==> config.mk <==
export PLATFORM = sky130hd
export DESIGN_NAME = modbus_rtu_read_register_master_top
export DESIGN_NICKNAME = d
export VERILOG_FILES = /design/src/rtl/core/mbrm_pkg.sv /design/src/rtl/core/mbrm_front.sv /design/src/rtl/core/mbrm_queue.sv /design/src/rtl/core/mbrm_back.sv /design/src/rtl/core/modbus_rtu_read_register_master_top.sv
export SDC_FILE = /design/constraint.sdc
export NUM_CORES = 1
export LEC_CHECK = 0
export ABC_CLOCK_PERIOD_IN_PS = 4500
export BUFFER_PORTS_ARGS = -buffer_cell sky130_fd_sc_hd__buf_2
export CORE_MARGIN = 3
export CORE_UTILIZATION = 35
export CTS_BUF_LIST = sky130_fd_sc_hd__clkbuf_8
export CTS_CLUSTER_SIZE = 14
export DETAILED_ROUTE_END_ITERATION = 12
export GPL_ROUTABILITY_DRIVEN = 0
export GPL_TIMING_DRIVEN = 1
export HOLD_SLACK_MARGIN = 0.06
export PLACE_DENSITY = 0.54
export SLEW_MARGIN = 20
export SYNTH_ARGS = -nofsm -noshare
export SYNTH_HDL_FRONTEND = slang
export SYNTH_SLANG_ARGS = --single-unit
==> constraint.sdc <==
create_clock -name clk -period 4.5 [get_ports clk]
set_input_delay 0 -clock clk [delete_from_list [all_inputs] [get_ports clk]]
set_output_delay 0 -clock clk [all_outputs]
set_load 0.05 [all_outputs]
==> src/rtl/core/mbrm_pkg.sv <==
// mbrm_pkg: shared types, codes and the crc-16/modbus byte update
// used by the front end, the job queue and the back end of the read-register master
// no dependencies
package mbrm_pkg;

  localparam logic [1:0] CMD_START = 2'd0;
  localparam logic [1:0] CMD_BYTE  = 2'd1;
  localparam logic [1:0] CMD_TICK  = 2'd2;

  localparam logic [1:0] ST_OK       = 2'd0;
  localparam logic [1:0] ST_TIMEOUT  = 2'd1;
  localparam logic [1:0] ST_MISMATCH = 2'd2;
  localparam logic [1:0] ST_CRC      = 2'd3;

  localparam logic KIND_TX   = 1'b0;
  localparam logic KIND_DONE = 1'b1;

  localparam logic [7:0]  FUNC_READ    = 8'h03;
  localparam logic [15:0] CRC_INIT     = 16'hFFFF;
  localparam logic [15:0] CRC_POLY     = 16'hA001;
  localparam logic [7:0]  QTY_HI       = 8'h00;
  localparam logic [7:0]  QTY_LO       = 8'h01;
  localparam logic [2:0]  RX_LAST      = 3'd6;
  localparam logic [15:0] ELAPSED_MAX  = 16'hFFFF;

  typedef enum logic {
    JOB_REQ,
    JOB_DONE
  } job_kind_t;

  // request: data is the register address, aux the slave address
  // finish: data is the value, aux[1:0] the status
  typedef struct packed {
    job_kind_t   kind;
    logic [15:0] data;
    logic [7:0]  aux;
  } job_t;

  typedef struct packed {
    logic valid;
    job_t job;
  } q_push_t;

  typedef struct packed {
    logic full;
    logic empty;
  } q_status_t;

  function automatic logic [15:0] crc_byte(input logic [15:0] c_in, input logic [7:0] b);
    logic [15:0] c;
    c = c_in ^ {8'h00, b};
    for (int k = 0; k < 8; k++) begin
      if (c[0]) begin
        c = (c >> 1) ^ CRC_POLY;
      end else begin
        c = c >> 1;
      end
    end
    return c;
  endfunction

endpackage

==> src/rtl/core/mbrm_front.sv <==
// mbrm_front: accepts input transactions, holds the configuration and the reply state,
// and pushes request and finish jobs into the queue; depends on mbrm_pkg
module mbrm_front import mbrm_pkg::*; (
  input  logic        clk,
  input  logic        rst,
  input  logic        cfg_we,
  input  logic        cfg_index,
  input  logic [15:0] cfg_data,
  input  logic        in_valid,
  output logic        in_stall,
  input  logic [1:0]  cmd,
  input  logic [15:0] reg_address,
  input  logic [7:0]  rx_byte,
  input  q_status_t   q_status,
  output q_push_t     q_push
);

  logic [7:0]  slave_address;
  logic [15:0] response_timeout;

  logic        waiting, waiting_next;
  logic [2:0]  rx_count, rx_count_next;
  logic [15:0] crc_acc, crc_acc_next;
  logic [15:0] value_store, value_store_next;
  logic [7:0]  crc_low_seen, crc_low_seen_next;
  logic        header_ok, header_ok_next;
  logic [15:0] elapsed_ticks, elapsed_ticks_next;

  logic        accept;
  logic [1:0]  st;

  assign in_stall = q_status.full;
  assign accept   = in_valid && !in_stall;

  always_comb begin
    waiting_next       = waiting;
    rx_count_next      = rx_count;
    crc_acc_next       = crc_acc;
    value_store_next   = value_store;
    crc_low_seen_next  = crc_low_seen;
    header_ok_next     = header_ok;
    elapsed_ticks_next = elapsed_ticks;
    q_push.valid       = 1'b0;
    q_push.job.kind    = JOB_DONE;
    q_push.job.data    = '0;
    q_push.job.aux     = '0;
    st                 = ST_OK;
    if (!header_ok) begin
      st = ST_MISMATCH;
    end else if ({rx_byte, crc_low_seen} != crc_acc) begin
      st = ST_CRC;
    end
    if (accept) begin
      case (cmd)
        CMD_START: begin
          q_push.valid       = 1'b1;
          q_push.job.kind    = JOB_REQ;
          q_push.job.data    = reg_address;
          q_push.job.aux     = slave_address;
          waiting_next       = 1'b1;
          rx_count_next      = '0;
          crc_acc_next       = CRC_INIT;
          value_store_next   = '0;
          crc_low_seen_next  = '0;
          header_ok_next     = 1'b1;
          elapsed_ticks_next = '0;
        end
        CMD_BYTE: begin
          if (waiting) begin
            rx_count_next = rx_count + 3'd1;
            if (rx_count < 3'd5) begin
              crc_acc_next = crc_byte(crc_acc, rx_byte);
            end
            if (rx_count == 3'd0 && rx_byte != slave_address) begin
              header_ok_next = 1'b0;
            end
            if (rx_count == 3'd1 && rx_byte != FUNC_READ) begin
              header_ok_next = 1'b0;
            end
            if (rx_count == 3'd3) begin
              value_store_next[15:8] = rx_byte;
            end
            if (rx_count == 3'd4) begin
              value_store_next[7:0] = rx_byte;
            end
            if (rx_count == 3'd5) begin
              crc_low_seen_next = rx_byte;
            end
            if (rx_count >= RX_LAST) begin
              // seventh byte: check and report
              q_push.valid    = 1'b1;
              q_push.job.kind = JOB_DONE;
              q_push.job.data = (st == ST_OK) ? value_store : 16'h0000;
              q_push.job.aux  = {6'd0, st};
              waiting_next    = 1'b0;
              rx_count_next   = '0;
            end
          end
        end
        CMD_TICK: begin
          if (waiting) begin
            if (elapsed_ticks != ELAPSED_MAX) begin
              elapsed_ticks_next = elapsed_ticks + 16'd1;
            end
            if (elapsed_ticks_next >= response_timeout) begin
              q_push.valid    = 1'b1;
              q_push.job.kind = JOB_DONE;
              q_push.job.data = '0;
              q_push.job.aux  = {6'd0, ST_TIMEOUT};
              waiting_next    = 1'b0;
              rx_count_next   = '0;
            end
          end
        end
        default: begin
        end
      endcase
    end
  end

  always_ff @(posedge clk) begin
    if (rst) begin
      slave_address    <= 8'd1;
      response_timeout <= 16'd1000;
      waiting          <= 1'b0;
      rx_count         <= '0;
    end else begin
      if (cfg_we) begin
        if (cfg_index) begin
          response_timeout <= cfg_data;
        end else begin
          slave_address <= cfg_data[7:0];
        end
      end
      waiting  <= waiting_next;
      rx_count <= rx_count_next;
    end
  end

  always_ff @(posedge clk) begin
    crc_acc       <= crc_acc_next;
    value_store   <= value_store_next;
    crc_low_seen  <= crc_low_seen_next;
    header_ok     <= header_ok_next;
    elapsed_ticks <= elapsed_ticks_next;
  end

  a_start_arms: assert property (@(posedge clk) disable iff (rst)
    (accept && cmd == CMD_START) |=> (waiting && rx_count == 3'd0))
    else $error("start did not arm the reply state");

  a_done_idles: assert property (@(posedge clk) disable iff (rst)
    (q_push.valid && q_push.job.kind == JOB_DONE) |=> !waiting)
    else $error("finish job pushed but still waiting");

  a_push_room: assert property (@(posedge clk) disable iff (rst)
    q_push.valid |-> !q_status.full)
    else $error("job pushed into a full queue");

  a_idle_count: assert property (@(posedge clk) disable iff (rst)
    !waiting |-> rx_count == 3'd0)
    else $error("reply count left over while idle");

endmodule

==> src/rtl/core/mbrm_queue.sv <==
// mbrm_queue: short job queue between the front end and the back end
// register array with head and tail pointers; depends on mbrm_pkg
module mbrm_queue import mbrm_pkg::*; #(
  parameter int DEPTH = 4
) (
  input  logic      clk,
  input  logic      rst,
  input  q_push_t   q_push,
  input  logic      pop,
  output job_t      head_job,
  output q_status_t q_status
);

  localparam int PTR_W = $clog2(DEPTH);
  localparam int CNT_W = $clog2(DEPTH + 1);

  job_t             slots [DEPTH];
  logic [PTR_W-1:0] wr_ptr;
  logic [PTR_W-1:0] rd_ptr;
  logic [CNT_W-1:0] count;
  logic             push;

  assign push           = q_push.valid;
  assign head_job       = slots[rd_ptr];
  assign q_status.full  = (count == CNT_W'(DEPTH));
  assign q_status.empty = (count == '0);

  always_ff @(posedge clk) begin
    if (rst) begin
      wr_ptr <= '0;
      rd_ptr <= '0;
      count  <= '0;
    end else begin
      if (push) begin
        wr_ptr <= (wr_ptr == PTR_W'(DEPTH - 1)) ? '0 : wr_ptr + 1'b1;
      end
      if (pop) begin
        rd_ptr <= (rd_ptr == PTR_W'(DEPTH - 1)) ? '0 : rd_ptr + 1'b1;
      end
      if (push && !pop) begin
        count <= count + 1'b1;
      end else if (pop && !push) begin
        count <= count - 1'b1;
      end
    end
  end

  always_ff @(posedge clk) begin
    if (push) begin
      slots[wr_ptr] <= q_push.job;
    end
  end

  a_pop_nonempty: assert property (@(posedge clk) disable iff (rst)
    pop |-> !q_status.empty)
    else $error("pop from an empty queue");

  a_count_grow: assert property (@(posedge clk) disable iff (rst)
    (push && !pop) |=> count == $past(count) + 1'b1)
    else $error("queue fill count did not follow a push");

  a_count_range: assert property (@(posedge clk) disable iff (rst)
    count <= CNT_W'(DEPTH))
    else $error("queue fill count beyond depth");

endmodule

==> src/rtl/core/mbrm_back.sv <==
// mbrm_back: takes jobs from the queue, expands a request into eight bytes with the crc
// worked out a byte per clock while not stalled, and drives the output register; depends on mbrm_pkg
module mbrm_back import mbrm_pkg::*; (
  input  logic        clk,
  input  logic        rst,
  input  job_t        head_job,
  input  q_status_t   q_status,
  output logic        pop,
  output logic        out_valid,
  input  logic        out_stall,
  output logic        kind,
  output logic [7:0]  tx_byte,
  output logic        tx_last,
  output logic [15:0] read_value,
  output logic [1:0]  status
);

  logic        busy;
  logic [2:0]  idx;
  logic [15:0] crc;
  job_t        job;

  logic        load;
  logic        emit;
  logic        last_step;
  logic [7:0]  req_byte;

  assign load      = !out_valid || !out_stall;
  assign emit      = busy && load;
  assign last_step = (job.kind == JOB_DONE) || (idx == 3'd7);
  assign pop       = !q_status.empty && (!busy || (emit && last_step));

  always_comb begin
    case (idx)
      3'd0:    req_byte = job.aux;
      3'd1:    req_byte = FUNC_READ;
      3'd2:    req_byte = job.data[15:8];
      3'd3:    req_byte = job.data[7:0];
      3'd4:    req_byte = QTY_HI;
      3'd5:    req_byte = QTY_LO;
      3'd6:    req_byte = crc[7:0];
      default: req_byte = crc[15:8];
    endcase
  end

  always_ff @(posedge clk) begin
    if (rst) begin
      busy      <= 1'b0;
      out_valid <= 1'b0;
    end else begin
      if (emit) begin
        out_valid <= 1'b1;
      end else if (load) begin
        out_valid <= 1'b0;
      end
      // a new job taken as the old one ends keeps the sequencer busy
      if (pop) begin
        busy <= 1'b1;
      end else if (emit && last_step) begin
        busy <= 1'b0;
      end
    end
  end

  always_ff @(posedge clk) begin
    if (emit) begin
      if (job.kind == JOB_REQ) begin
        kind       <= KIND_TX;
        tx_byte    <= req_byte;
        tx_last    <= (idx == 3'd7);
        read_value <= '0;
        status     <= ST_OK;
      end else begin
        kind       <= KIND_DONE;
        tx_byte    <= '0;
        tx_last    <= 1'b0;
        read_value <= job.data;
        status     <= job.aux[1:0];
      end
    end
    if (pop) begin
      job <= head_job;
      idx <= '0;
      crc <= CRC_INIT;
    end else if (emit && job.kind == JOB_REQ) begin
      if (idx < 3'd6) begin
        crc <= crc_byte(crc, req_byte);
      end
      idx <= idx + 3'd1;
    end
  end

  a_last_is_tx: assert property (@(posedge clk) disable iff (rst)
    (out_valid && tx_last) |-> kind == KIND_TX)
    else $error("last-byte flag on a finish transaction");

  a_done_clean: assert property (@(posedge clk) disable iff (rst)
    (out_valid && kind == KIND_DONE) |-> (tx_byte == 8'h00 && !tx_last))
    else $error("finish transaction carries request byte fields");

  a_req_ends: assert property (@(posedge clk) disable iff (rst)
    (emit && job.kind == JOB_REQ && idx == 3'd7 && q_status.empty) |=> !busy)
    else $error("request did not end after its eighth byte");

endmodule

==> src/rtl/core/modbus_rtu_read_register_master_top.sv <==
// modbus_rtu_read_register_master_top: top level of the read-register master
// ties front end, job queue and back end together; depends on mbrm_pkg and the three sub-blocks
//
// modbus rtu master for one read holding register (function 0x03) at a time. an input
// transaction with cmd start sends the slave address, 0x03, the register address high and
// low, 0x00, 0x01 and the crc-16/modbus low and high bytes as eight output transactions
// of kind 0, tx_last marking the eighth. received bytes (cmd 1) and millisecond ticks
// (cmd 2) then feed the reply check; the seventh reply byte or a timeout gives one output
// transaction of kind 1 with read_value and status (0 ok, 1 timeout, 2 address or function
// mismatch, 3 crc mismatch; mismatch wins over crc). bytes and ticks while idle are
// dropped, cmd 3 is ignored, and a start while waiting abandons the old reply silently.
// rate: an input transaction is accepted every clock while the job queue has room
// (QUEUE_DEPTH jobs); the back end delivers one output transaction a clock while
// out_stall is low, so a request occupies it for eight output transactions and a finish
// for one. the queue slot is loaded at the accepting edge, then the job register, and
// then the output register, from which the first request byte shows at the output.
// configuration is written through cfg_we / cfg_index / cfg_data while the block is idle:
// index 0 slave_address (reset 1), index 1 response_timeout in ticks (reset 1000).
module modbus_rtu_read_register_master_top import mbrm_pkg::*; #(
  parameter int QUEUE_DEPTH = 4
) (
  input  logic        clk,
  input  logic        rst,
  // configuration
  input  logic        cfg_we,
  input  logic        cfg_index,
  input  logic [15:0] cfg_data,
  // input channel
  input  logic        in_valid,
  output logic        in_stall,
  input  logic [1:0]  cmd,
  input  logic [15:0] reg_address,
  input  logic [7:0]  rx_byte,
  // output channel
  output logic        out_valid,
  input  logic        out_stall,
  output logic        kind,
  output logic [7:0]  tx_byte,
  output logic        tx_last,
  output logic [15:0] read_value,
  output logic [1:0]  status
);

  q_push_t   q_push;
  q_status_t q_status;
  job_t      head_job;
  logic      pop;

  // front end: classifies transactions, owns the reply and timeout state
  mbrm_front u_front (
    .clk         (clk),
    .rst         (rst),
    .cfg_we      (cfg_we),
    .cfg_index   (cfg_index),
    .cfg_data    (cfg_data),
    .in_valid    (in_valid),
    .in_stall    (in_stall),
    .cmd         (cmd),
    .reg_address (reg_address),
    .rx_byte     (rx_byte),
    .q_status    (q_status),
    .q_push      (q_push)
  );

  // jobs in order, so results keep the order of the transactions that caused them
  mbrm_queue #(
    .DEPTH (QUEUE_DEPTH)
  ) u_queue (
    .clk      (clk),
    .rst      (rst),
    .q_push   (q_push),
    .pop      (pop),
    .head_job (head_job),
    .q_status (q_status)
  );

  // back end: request byte sequencer and output register
  mbrm_back u_back (
    .clk        (clk),
    .rst        (rst),
    .head_job   (head_job),
    .q_status   (q_status),
    .pop        (pop),
    .out_valid  (out_valid),
    .out_stall  (out_stall),
    .kind       (kind),
    .tx_byte    (tx_byte),
    .tx_last    (tx_last),
    .read_value (read_value),
    .status     (status)
  );

endmodule
-- After elaboration in Yosys (flattened, before gate mapping)
Memory sizes are Yosys's and may differ from the RTL's. A register that Yosys moved wholly into a read port is not among the register bits.
Cells that the tools add are included.
- order comparisons: 4
- reduce and logical (&&, ||, !) cells: 41
- bitwise gates (word level): 20
- multiplexer cells: 116
- equality and inequality tests: 28
- add/subtract/negate cells: 7
- operator list (operator ; number):
    $mux 16 ; 74
    $mux 26 ; 5
    $pmux 16 s2 ; 3
    $pmux 26 s3 ; 1
    $pmux 8 s7 ; 1
    $not 2->3 ; 16
    $mux 8 ; 4
    $xor 16x8->16 ; 2
    $eq 3x3->1 const B ; 7
    $reduce_and 4->1 ; 5
    $mux 3 ; 6
    $add 16x1->16 const B ; 1
    $ge 16x16->1 ; 1
    $ne 16x16->1 ; 1
    $ne 16x16->1 const B ; 1
    $pmux 8 s2 ; 1
    $mux 1 ; 14
    $ne 2x1->1 const B ; 7
    $reduce_bool 2->1 ; 5
    $add 3x1->3 const B ; 3
    $eq 3x2->1 const B ; 3
    $logic_and 1x1->1 ; 9
    $logic_not 3->1 ; 3
    $pmux 3 s3 ; 1
    21 further kinds ; 42
- output and inout port bits: 30
- memories: 1
- bits in registers: 141
- RAM bits: 100
- input port bits: 48
- logic and storage cells: 239
- memory list (memory ; depth ; width ; rd ports ; clocked after Yosys merged registers in ; write ports ; line ; RTL):
    u_queue.slots ; 4 ; 25 ; 1 ; 1 ; 1 ; mbrm_queue.sv:17 ; job_t slots [DEPTH];

-- Depth between registers and ports, before layout
- depth after elaboration: 48
- depth in mapped cells: 22
- depth with buffers taken out: 22

-- Modules after synthesis
From an unflattened synthesis, not the netlist that was laid out.
- cells, all modules: 893
- area, all modules: 11957.7 sq um
- by module, submodules not included (module ; area each (sq um) ; instances ; cells an instance ; seq. area each (sq um)):
    mbrm_front ; 4753.3 ; 1 ; 491 ; 2272.2
    mbrm_queue ; 4091.4 ; 1 ; 175 ; 3183.1
    mbrm_back ; 3113.0 ; 1 ; 227 ; 2011.9

-- Worst setup path before layout
Ideal clock, no wire load.
- path kind: reg-to-reg
- start: register u_front.elapsed_ticks[2]
- end: register u_queue.count[2]
- slack: -0.203 ns
- path buffers: 0
- stages on the path, launching flop included: 21
- data required time: 4.430 ns
- clock period less this slack: 4.703 ns
- arrival: 4.633 ns
- library setup time: 0.070 ns
- cells stage by stage: edfxtp_1 and4_1 and3_1 and4_1 nand2_1 nor3_1 mux2_2 ha_1 a21o_1 a21o_1 a21o_1 a21o_1 a211oi_1 or2_2 a31oi_1 ha_1 inv_1 fa_1 xor2_1 or3_1 a21oi_1
- RTL lines (item ; line ; RTL):
    from (decl) ; mbrm_front.sv:27 ; logic [15:0] elapsed_ticks, elapsed_ticks_next;
    from (signal assigned) ; mbrm_front.sv:145 ; elapsed_ticks <= elapsed_ticks_next;
    to (signal assigned) ; mbrm_queue.sv:41 ; count <= count + 1'b1;
    to (signal assigned) ; mbrm_queue.sv:43 ; count <= count - 1'b1;
    to (decl) ; mbrm_queue.sv:20 ; logic [CNT_W-1:0] count;

==> metrics <==
status completed; setup tns final 0 ps; Power Dens Cells 563.8 nW/um2; Worst Path Required 4990 ps; first-pass GRT wire length 40370 um; share of cells above drive strength 1 20.34%; most common cell in the netlist edfxtp_1; placed instance area 12850 um2; crit path launch type flop; min-delay worst type in -> reg; vias in the first global route approximately 7500; P_sw 2.754 mW; final instance area 14450 um2; fin. max-slew vios 0; Longest Clk Path Bufs 3; largest net degree at the start of global routing 42; port buffer count 77; yosys warns 0; worst slew pin tran just under 1000 ps; CP max FO 4; final setup fails 0; Vias 7264; P&R area growth vs syn 21.86%; hpwl dp 16880 um; root buf cell clkbuf_8; Peak Freq about 230 MHz; die area 36130 um2; worst rel slew slack between 30% and 40%; clk_lat worst skew just under 600 ps; worst reg2reg path endpoint u_queue.count[2]$_SDFFE_PP0P_; Syn Nets about 980; post-synthesis cell type count 53; commonest cells in the synthesized netlist 210 x edfxtp_1, 104 x nand2_1, 56 x dfxtp_1; Yosys reg bits around 270; Seq pwr share 41.6%; crit path from u_front.elapsed_ticks[5]$_SDFFCE_PN0P_; initial antenna violation count 0; EDFF count, synth 210; number of I/O pins between 70 and 80; Reg clk slew, reported paths around 60 ps; area leader, netlist edfxtp_1; Core Region 32950 um2; Mapped Area 11860 um2; Rows 66; cells on worst reg2reg path 22; Worst Path Arrival 4790 ps; aggregate global routing overflow 0; Max Clock Skew 45.09 ps; Routed Antenna Nets 0; final net count 1155; drt pass-1 iters 5; Pleak about 5.5 nW; Post-Route WL 25390 um; DRC 0; Comb pwr share 32.5%; TritonCTS clock tree built; worst hold path depth 4; vias per cell 4.693; minimum clock period after layout 4300 ps; Global Route Usage Sum 14.20%; Die Ht 190.1 um; DP Cell Count 1399; reg2reg start u_front.elapsed_ticks[5]$_SDFFCE_PN0P_; Num CTS Buffers 46; Clk pwr share 25.9%; Critical Setup Path Class reg -> reg; WL/cell 16.40 um; drt initial violations between 300 and 400; total of max-cap violations 0; sw frac 33.79%; period utilization 95.56%; diode count 0; Final Hold Violating Endpoints 0; Async SR Flop Fraction 0%; synthesized instance count roughly 900; width of the die between 150 and 200 um; worst vdd ir ~0.00034 V; flop2flop setup slack roughly 200 ps; CTS H-tree depth 2; Layout Cells excl Fill 1548; Layout Utilization a little over two fifths; top post-synthesis cells by area edfxtp_1 53%, dfxtp_1 9.5%, mux4_2 4.7%, ha_1 4.0%, nand2_1 3.3%; top-area cell type share of the netlist area 53.17%; Fill cells about 3000; post-synthesis sequential area ratio a little over three fifths; element type at the critical path end flop; Int Pwr 5.395 mW; hold path start cfg_data[8]; hold path endpoint u_front.response_timeout[8]$_SDFFE_PP1P_; top_reg_cell synth edfxtp_1; Starting Density 36.00%; Power, Total between 8 and 9 mW; syn avg cell area ~13 um2; unrepaired setup endpoints after global routing no; Sink Count 266
-- layout make-up --
type                    count  area [um2]  area share [%]
clock inverters            33       175.2           1.212
multi-input cells         552        4225           29.24
well taps                 442       553.0           3.827
flip-flops and latches    266        7428           51.40
repair buffers            165        1202           8.320
inverters                  37       138.9          0.9610
clock buffers              53       729.5           5.047
-- timing repair --
item                                    4_1_cts  5_1_grt
setup buffers                                 0        2
endpoints found under the setup margin        1       41
gates resized for setup                       3       14
hold buffers                                 61        0
pin swaps                                     1        8
endpoints found under the hold margin       132        0
-- placed cells by master, fill, tap and decap left out, types with 26 or more instances in the layout --
cell           Yosys  layout
a21oi_1           36      35
and2_1            50      50
buf_2              1      77
buf_4              1      26
clkbuf_8           0      53
dfxtp_1           56      55
dlygate4sd3_1      0      61
edfxtp_1         210     210
ha_1              38      37
inv_1             37      60
nand2_1          104     103
nor2_1            45      45
xnor2_1           41      41
xor2_1            36      35
-- layer usage --
layer	share of wire (%)	up-vias	track usage [%]
met1	46	3455	18.84
met5	0	-	0
met2	46	163	22.86
met3	4.5	62	2.635
met4	3.6	0	6.170
li1	-	3584	-
-- critical path: stages (launching register included) --
cell and delay [ps]:
edfxtp_1 350, and4_1 200, and3_4 190, and4_4 240, nand2_2 80, nor3_4 230, buf_6 150, nand2b_4 130
nor2_1 50, xor2_1 150, ha_1 310, a21o_1 110, a21oi_1 80, a21oi_2 170, o21ai_2 80, or2_4 270
a31oi_4 180, ha_2 200, inv_1 60, fa_2 380, xor2_1 170, or3_1 300, a21oi_1 140
-- how the worst max path moves through the flow --
stage / cells after the start / slack [ps] / to
final: 22 / 200 / u_queue.count[2]$_SDFFE_PP0P_
after global routing: 22 / 1 / u_queue.count[2]$_SDFFE_PP0P_
after CTS: 21 / 20 / u_queue.count[2]$_SDFFE_PP0P_
after detailed placement: 22 / -40 / u_queue.count[2]$_SDFFE_PP0P_
after global placement: 21 / 80 / u_queue.count[2]$_SDFFE_PP0P_
after floorplan: 20 / 50 / u_queue.count[2]$_SDFFE_PP0P_
-- metrics by stage --
step	hold slack (ps)	setup WS [ps]
floorplan	121.1	52.03
global placement	218.1	80.74
detailed placement	223.8	-38.86
CTS	135.3	16.14
global route	191.8	1.068
finish	196.1	199.6
-- power groups by stage --
stage | Combinational (mW) | Sequential [mW] | Clock [mW]
finish | 2.65 | 3.39 | 2.11
global route | 2.91 | 3.43 | 2.31
CTS | 2.68 | 3.40 | 2.20
detailed placement | 2.62 | 3.45 | 0
global placement | 2.62 | 3.45 | 0
floorplan | 1.78 | 3.66 | 0
-- registers in the layout, indices dropped and copies added, names as in the netlist, 2 cells and up --
register                  count
u_back.crc                   16
u_back.idx                    3
u_back.job                   25
u_back.read_value            16
u_back.status                 2
u_back.tx_byte                8
u_front.crc_acc              16
u_front.crc_low_seen          8
u_front.elapsed_ticks        16
u_front.response_timeout     16
u_front.rx_count              3
u_front.slave_address         8
u_front.value_store          16
u_queue.count                 3
u_queue.rd_ptr                2
u_queue.slots               100
u_queue.wr_ptr                2
-- cell families after synthesis --
kind of cell / after synthesis / synth area share [%]
buffers and inverters: 77 / 2.479
and+or+nand+nor: 274 / 11.36
adders and majority gates: 39 / 4.178
xor gates and xnor gates: 82 / 6.425
muxes: 44 / 6.604
AOI/OAI and AO/OA: 113 / 6.330
DFF: 266 / 62.62
Power figures use the tool's default switching activity.
